--- src/rtl/core/grid_wavefront_distance_transform_macros.svh ---
// Assertion macros for the grid wavefront distance transform block.
// Include this header before any module that asserts; it needs no other file.
`ifndef GRID_WAVEFRONT_DISTANCE_TRANSFORM_MACROS_SVH
`define GRID_WAVEFRONT_DISTANCE_TRANSFORM_MACROS_SVH
`ifndef SYNTH
// Same-cycle implication, disabled while reset is low.
`define GWDT_ASSERT_IMP(lbl, clk, rst_n, ante, cons) \
    lbl: assert property (@(posedge clk) disable iff (!rst_n) (ante) |-> (cons)) \
        else $error("gwdt check failed");
// Next-cycle implication, disabled while reset is low.
`define GWDT_ASSERT_NXT(lbl, clk, rst_n, ante, cons) \
    lbl: assert property (@(posedge clk) disable iff (!rst_n) (ante) |=> (cons)) \
        else $error("gwdt check failed");
`else
`define GWDT_ASSERT_IMP(lbl, clk, rst_n, ante, cons)
`define GWDT_ASSERT_NXT(lbl, clk, rst_n, ante, cons)
`endif
`endif

--- src/rtl/core/gwdt_pkg.sv ---
// Shared types and constants of the grid wavefront distance transform.
// No dependencies; every other file but the macros header uses it.
package gwdt_pkg;

    localparam int MODE_W     = 2;
    localparam int ROW_W      = 6;
    localparam int COL_W      = 6;
    localparam int VALUE_W    = 8;
    localparam int LABEL_W    = 8;
    localparam int EMPTY_W    = 13;
    localparam int LEVEL_W    = 8;
    localparam int CFG_IDX_W  = 2;
    localparam int CFG_DATA_W = 8;
    localparam int GRID_DIM_W = 7;

    localparam logic [MODE_W-1:0] MODE_WRITE = 2'd0;
    localparam logic [MODE_W-1:0] MODE_RUN   = 2'd1;
    localparam logic [MODE_W-1:0] MODE_READ  = 2'd2;

    localparam logic [CFG_IDX_W-1:0] CFG_METRIC = 2'd0;
    localparam logic [CFG_IDX_W-1:0] CFG_LIMIT  = 2'd1;
    localparam logic [CFG_IDX_W-1:0] CFG_ROWS   = 2'd2;
    localparam logic [CFG_IDX_W-1:0] CFG_COLS   = 2'd3;

    // Flags that travel with each streamed grid element.
    typedef struct packed {
        logic real_cell;  // element comes from the store
        logic ins;        // element lies inside the grid in use
        logic first;      // column zero
        logic last;       // last column in use
    } t_tag;

    // Verdict on the center element of the window.
    typedef struct packed {
        logic real_cell;
        logic fill;       // empty and touched by the wavefront
        logic empty;      // empty and stays empty
    } t_cen;

    typedef enum logic [3:0] {
        S_IDLE  = 4'b0001,
        S_READ  = 4'b0010,
        S_RUN   = 4'b0100,
        S_DRAIN = 4'b1000
    } t_state;

endpackage

--- src/rtl/core/gwdt_cell.sv ---
// One element slot of the streaming window chain.
// Depends on gwdt_pkg.
module gwdt_cell #(
    parameter int LB = 8
) (
    input  logic            i_clk,
    input  logic            i_rst_n,
    input  logic            i_clr,
    input  logic            i_shift,
    input  logic [LB-1:0]   i_lab,
    input  gwdt_pkg::t_tag  i_tag,
    output logic [LB-1:0]   o_lab,
    output gwdt_pkg::t_tag  o_tag
);
    import gwdt_pkg::*;

    logic [LB-1:0] r_lab;
    t_tag          r_tag;

    // Flags clear on reset and at each pass start; the label is payload.
    always_ff @(posedge i_clk) begin
        if (!i_rst_n || i_clr) begin
            r_tag <= '0;
        end else if (i_shift) begin
            r_tag <= i_tag;
        end
    end

    always_ff @(posedge i_clk) begin
        if (i_shift) begin
            r_lab <= i_lab;
        end
    end

    assign o_lab = r_lab;
    assign o_tag = r_tag;
endmodule

--- src/rtl/core/gwdt_chain.sv ---
// Two grid rows plus three elements of cells forming a sliding 3x3 window.
// Depends on gwdt_pkg and gwdt_cell.
module gwdt_chain #(
    parameter int MAX_COLS = 64,
    parameter int LB       = 8
) (
    input  logic                          i_clk,
    input  logic                          i_rst_n,
    input  logic                          i_clr,
    input  logic                          i_shift,
    input  logic [LB-1:0]                 i_lab,
    input  gwdt_pkg::t_tag                i_tag,
    input  logic [gwdt_pkg::LEVEL_W-1:0]  i_level,
    input  logic                          i_metric,
    output gwdt_pkg::t_cen                o_cen
);
    import gwdt_pkg::*;

    localparam int NC   = 2 * MAX_COLS + 3;
    localparam int I_DR = 0;
    localparam int I_D  = 1;
    localparam int I_DL = 2;
    localparam int I_R  = MAX_COLS;
    localparam int I_C  = MAX_COLS + 1;
    localparam int I_L  = MAX_COLS + 2;
    localparam int I_UR = 2 * MAX_COLS;
    localparam int I_U  = 2 * MAX_COLS + 1;
    localparam int I_UL = 2 * MAX_COLS + 2;

    logic [LB-1:0] w_lab [NC+1];
    t_tag          w_tag [NC+1];

    assign w_lab[0] = i_lab;
    assign w_tag[0] = i_tag;

    for (genvar k = 0; k < NC; k++) begin : g_cell
        gwdt_cell #(.LB(LB)) u_cell (
            .i_clk   (i_clk),
            .i_rst_n (i_rst_n),
            .i_clr   (i_clr),
            .i_shift (i_shift),
            .i_lab   (w_lab[k]),
            .i_tag   (w_tag[k]),
            .o_lab   (w_lab[k+1]),
            .o_tag   (w_tag[k+1])
        );
    end

    function automatic logic f_match(input logic [LB-1:0] lab, input t_tag tag,
                                     input logic [LEVEL_W-1:0] lvl);
        return tag.ins && ({{LEVEL_W{1'b0}}, lab} == {{LB{1'b0}}, lvl});
    endfunction

    t_tag w_ctag;
    logic w_zero;
    logic w_hit;
    logic w_left;
    logic w_right;

    always_comb begin
        w_ctag  = w_tag[I_C+1];
        w_zero  = w_ctag.ins && (w_lab[I_C+1] == '0);
        w_left  = !w_ctag.first;
        w_right = !w_ctag.last;
        w_hit   = f_match(w_lab[I_D+1], w_tag[I_D+1], i_level)
                | f_match(w_lab[I_U+1], w_tag[I_U+1], i_level)
                | (w_left  && f_match(w_lab[I_L+1], w_tag[I_L+1], i_level))
                | (w_right && f_match(w_lab[I_R+1], w_tag[I_R+1], i_level));
        if (i_metric) begin
            // Diagonals for the chessboard metric.
            w_hit = w_hit
                | (w_left  && f_match(w_lab[I_DL+1], w_tag[I_DL+1], i_level))
                | (w_left  && f_match(w_lab[I_UL+1], w_tag[I_UL+1], i_level))
                | (w_right && f_match(w_lab[I_DR+1], w_tag[I_DR+1], i_level))
                | (w_right && f_match(w_lab[I_UR+1], w_tag[I_UR+1], i_level));
        end
        o_cen.real_cell = w_ctag.real_cell;
        o_cen.fill      = w_zero && w_hit;
        o_cen.empty     = w_zero && !w_hit;
    end
endmodule

--- config.mk ---
export PLATFORM = sky130hd
export DESIGN_NAME = gwdt_chain
export DESIGN_NICKNAME = d
export VERILOG_FILES = /design/src/rtl/core/grid_wavefront_distance_transform_macros.svh /design/src/rtl/core/gwdt_pkg.sv /design/src/rtl/core/gwdt_cell.sv /design/src/rtl/core/gwdt_chain.sv
export SDC_FILE = /design/constraint.sdc
export NUM_CORES = 1
export LEC_CHECK = 0
export BUFFER_PORTS_ARGS = -buffer_cell sky130_fd_sc_hd__buf_2
export CORE_ASPECT_RATIO = 1.4
export CORE_MARGIN = 3
export CORE_UTILIZATION = 40
export CTS_CLUSTER_DIAMETER = 60
export DETAILED_ROUTE_END_ITERATION = 6
export PLACE_DENSITY_LB_ADDON = 0.12
export SLEW_MARGIN = 20
export SYNTH_ARGS = -nofsm -noshare
export SYNTH_HDL_FRONTEND = slang
export SYNTH_SLANG_ARGS = --single-unit
--- constraint.sdc ---
create_clock -name i_clk -period 1.4 [get_ports i_clk]
set_input_delay 0.07 -clock i_clk [delete_from_list [all_inputs] [get_ports i_clk]]
set_output_delay 0.07 -clock i_clk [all_outputs]
set_load 0.02 [all_outputs]
==> run_results.csv <==
group,metric,value,unit
power,max-vdd-ir-drop,896.6,uV
yosys,avgSynthCellArea,19.71,um2
drt,wl_per_cell,15.15,um
yosys,async_flop_share,0,%
clocking,clock_latency,720,ps
die,placementRows,143,
drt,firstDrtPassIters,4,
critical_path,cp-start-kind,"flop",
run_status,violations,"negative setup slack",
critical_path,cp_data_arrival_time,2320,ps
drt,drtIter0Drc,962,
clocking,cts_buffers,134,
yosys,yosysTopAreaCell,"edfxtp_1",
clocking,clk_path_buf_depth,3,
sta,max_freq,418.9,MHz
sta,setup_ws,-987.0,ps
sta,hold_viol,0,
yosys,synth_edf_count,1048,
grt,antenna_found_initial,4,
clocking,clk_pin_slew,60,ps
critical_path,rrSetupSlack,130,ps
sta,period_share,170.5,%
sta,holdWs,28.58,ps
placement,portBuffers,27,
yosys,synth_most_common_cell,"edfxtp_1",
drt,viasPerCell,4.491,
power,p_leak,18.18,nW
clocking,cts_num_sinks,1377,
sta,final_max_slew_viol_count,0,
clocking,ctsHtreeMaxLevel,4,
grt,grt_max_degree,96,
grt,grt_pass1_wl,98630,um
sta,post-route-min-period,2387,ps
die,die_x,285.8,um
drt,m1WireLength,29320,um
power,switching_share,19.58,%
yosys,yosys_warnings,0,
yosys,synthTopCellsByArea,"edfxtp_1, dfxtp_1, mux2i_1, nor2_1, xnor2_1",
die,dieArea,113700,um2
yosys,synth-seq-cells,1377,
critical_path,required,1330,ps
placement,place_congestion,0.6992,
power,clkPwrFrac,41.7,%
drt,maxUsedRoutingLayer,"met4",
sta,worst-slew-pin-transition,467.4,ps
die,die_y,397.8,um
sta,rsz0062_at_grt,"yes",
yosys,syn_inst,2225,
placement,dp_slack,-331.7,ps
drt,met2RoutedLength,27150,um
grt,grt_pass1_vias,18216,
power,p_int,66.65,mW
power,p_comb_share,2.2,%
cells_and_area,drive_gt1_share,13.14,%
worst_hold_path,hold_class,"primary input to flop",
drt,final_antenna_net_count,0,
yosys,seq_area_frac_synth,86.78,%
drt,met3_length,2453,um
yosys,syn-cell-area,43850,um2
cells_and_area,num-nets-final,2466,
yosys,synth_top_area_share,71.76,%
drt,drt-total-wl,60600,um
yosys,ys_types,26,
cells_and_area,final_util,47.14,%
yosys,synth_ff_type,"edfxtp_1",
cells_and_area,syn_to_final_growth,16.76,%
clocking,ctsRootBufferMaster,"clkbuf_16",
die,start_util,40.38,%
critical_path,end_kind,"primary output",
placement,hpwlAfterDp,32110,um
grt,grt-ovfl-total,0,
sta,setup_viol,11,
critical_path,criticalPathCategory,"flop to primary output",
flow_run,max-cap-violations,0,
drt,remaining_drc_errors,0,
die,ios,28,
critical_path,cp_max_fo,2,
power,p_sw,16.23,mW
drt,vias,17965,
cells_and_area,n_fill_cell,9119,
run_status,status,"complete, but fails checks",
sta,slew-limit-headroom,68.84,%
yosys,synthesis.nets,2250,
power,p_seq_share,56.0,%
sta,skew,25.39,ps
power,powerDensity,1619,nW/um2
clocking,tritoncts,"done",
grt,grt_use_total,10.86,%
die,core,108600,um2
yosys,synth_commonest_cells,"edfxtp_1, nor2_1, dfxtp_1, mux2i_1, xnor2_1",
kinds of logic after synthesis:
family,count (synthesis),synth area share [%]
buf+inv,83,1.002
simple gates,370,3.384
compound gates,2,0.02568
mux,329,7.510
flops,1377,86.78
xor+xnor,64,1.295
power by group through the flow:
stage	clock network [mW]	registers, mW	logic [mW]
after CTS	36.2	46.5	1.90
after global routing	37.8	46.6	2.03
final	34.6	46.4	1.86
after global placement	0	47.3	1.81
after floorplan	0	47.0	0.774
after detailed placement	0	47.3	1.85
flip-flops by register name (all words and copies together), names as in the netlist:
name and flops:
g_cell.u_cell.o_lab 1048, g_cell.u_cell.o_tag 329
metrics by stage:
step,cells,power (mW),area [um2],TNS (ps)
after floorplan,2225,47.80,43850,0
after global placement,3729,49.10,46620,-649.5
after detailed placement,3729,49.12,46620,-638.8
after CTS,3997,84.56,51170,-25300
after global routing,3999,86.41,51200,-4125
final,4000,82.88,51200,-2998
worst max-delay path: stages (launching register included):
cell	delay, ps
edfxtp_1	410
xnor2_1	190
nand4_1	150
nor4b_2	240
a21oi_1	110
nand3_1	100
buf_6	140
nor2b_4	140
buf_6	120
per-layer routing:
metal / track usage (%) / up-vias
li1: - / 8666
met1: 15.24 / 8961
met2: 16.05 / 210
met3: 2.736 / 128
met4: 4.819 / 0
met5: 0 / -
layout make-up:
| cell class | count | area [um2] | area share, % |
|---|---|---|---|
| repair buffers | 163 | 1679 | 3.279 |
| clock inverters | 49 | 425.4 | 0.8308 |
| well taps | 1450 | 1814 | 3.543 |
| flip-flops and latches | 1377 | 38060 | 74.33 |
| clock buffers | 195 | 3844 | 7.507 |
| diodes | 1 | 2.502 | 0.004887 |
| multi-input cells | 765 | 5379 | 10.51 |
path summary, 6_finish.rpt:
path,from,endpoint,depth (start not counted)
worst min register to register,g_cell[53].u_cell.o_lab[3]$_DFFE_PP_,g_cell[54].u_cell.o_lab[3]$_DFFE_PP_,0
worst min-delay path,i_shift,g_cell[18].u_cell.o_tag[3]$_SDFFE_PP0P_,5
worst max-delay path,g_cell[64].u_cell.o_lab[7]$_DFFE_PP_,o_cen[1],8
worst max register to register,g_cell[0].u_cell.o_tag[2]$_SDFFE_PP0P_,g_cell[0].u_cell.o_tag[2]$_SDFFE_PP0P_,4
repair_timing:
item	in CTS	in global routing
endpoints found under the setup margin	3	402
hold buffers	24	2
hold endpoints to repair	438	49
pin swaps	4	2
setup buffers	0	2
resized for setup	6	3
cell usage in the layout (no fill, tap or decap), types with 7 or more instances in the layout:
| master | instances |
|---|---|
| xor2_1 | 12 |
| buf_2 | 23 |
| xnor2_1 | 51 |
| nand3_1 | 10 |
| edfxtp_1 | 1048 |
| nand4_1 | 8 |
| clkbuf_16 | 143 |
| clkinv_1 | 15 |
| dfxtp_1 | 328 |
| clkinv_2 | 18 |
| clkbuf_8 | 7 |
| buf_12 | 36 |
| dlygate4sd3_1 | 22 |
| nor2_1 | 332 |
| clkbuf_1 | 45 |
| mux2i_1 | 329 |
| buf_4 | 80 |
No activity file was read; power rests on OpenSTA's default activity.
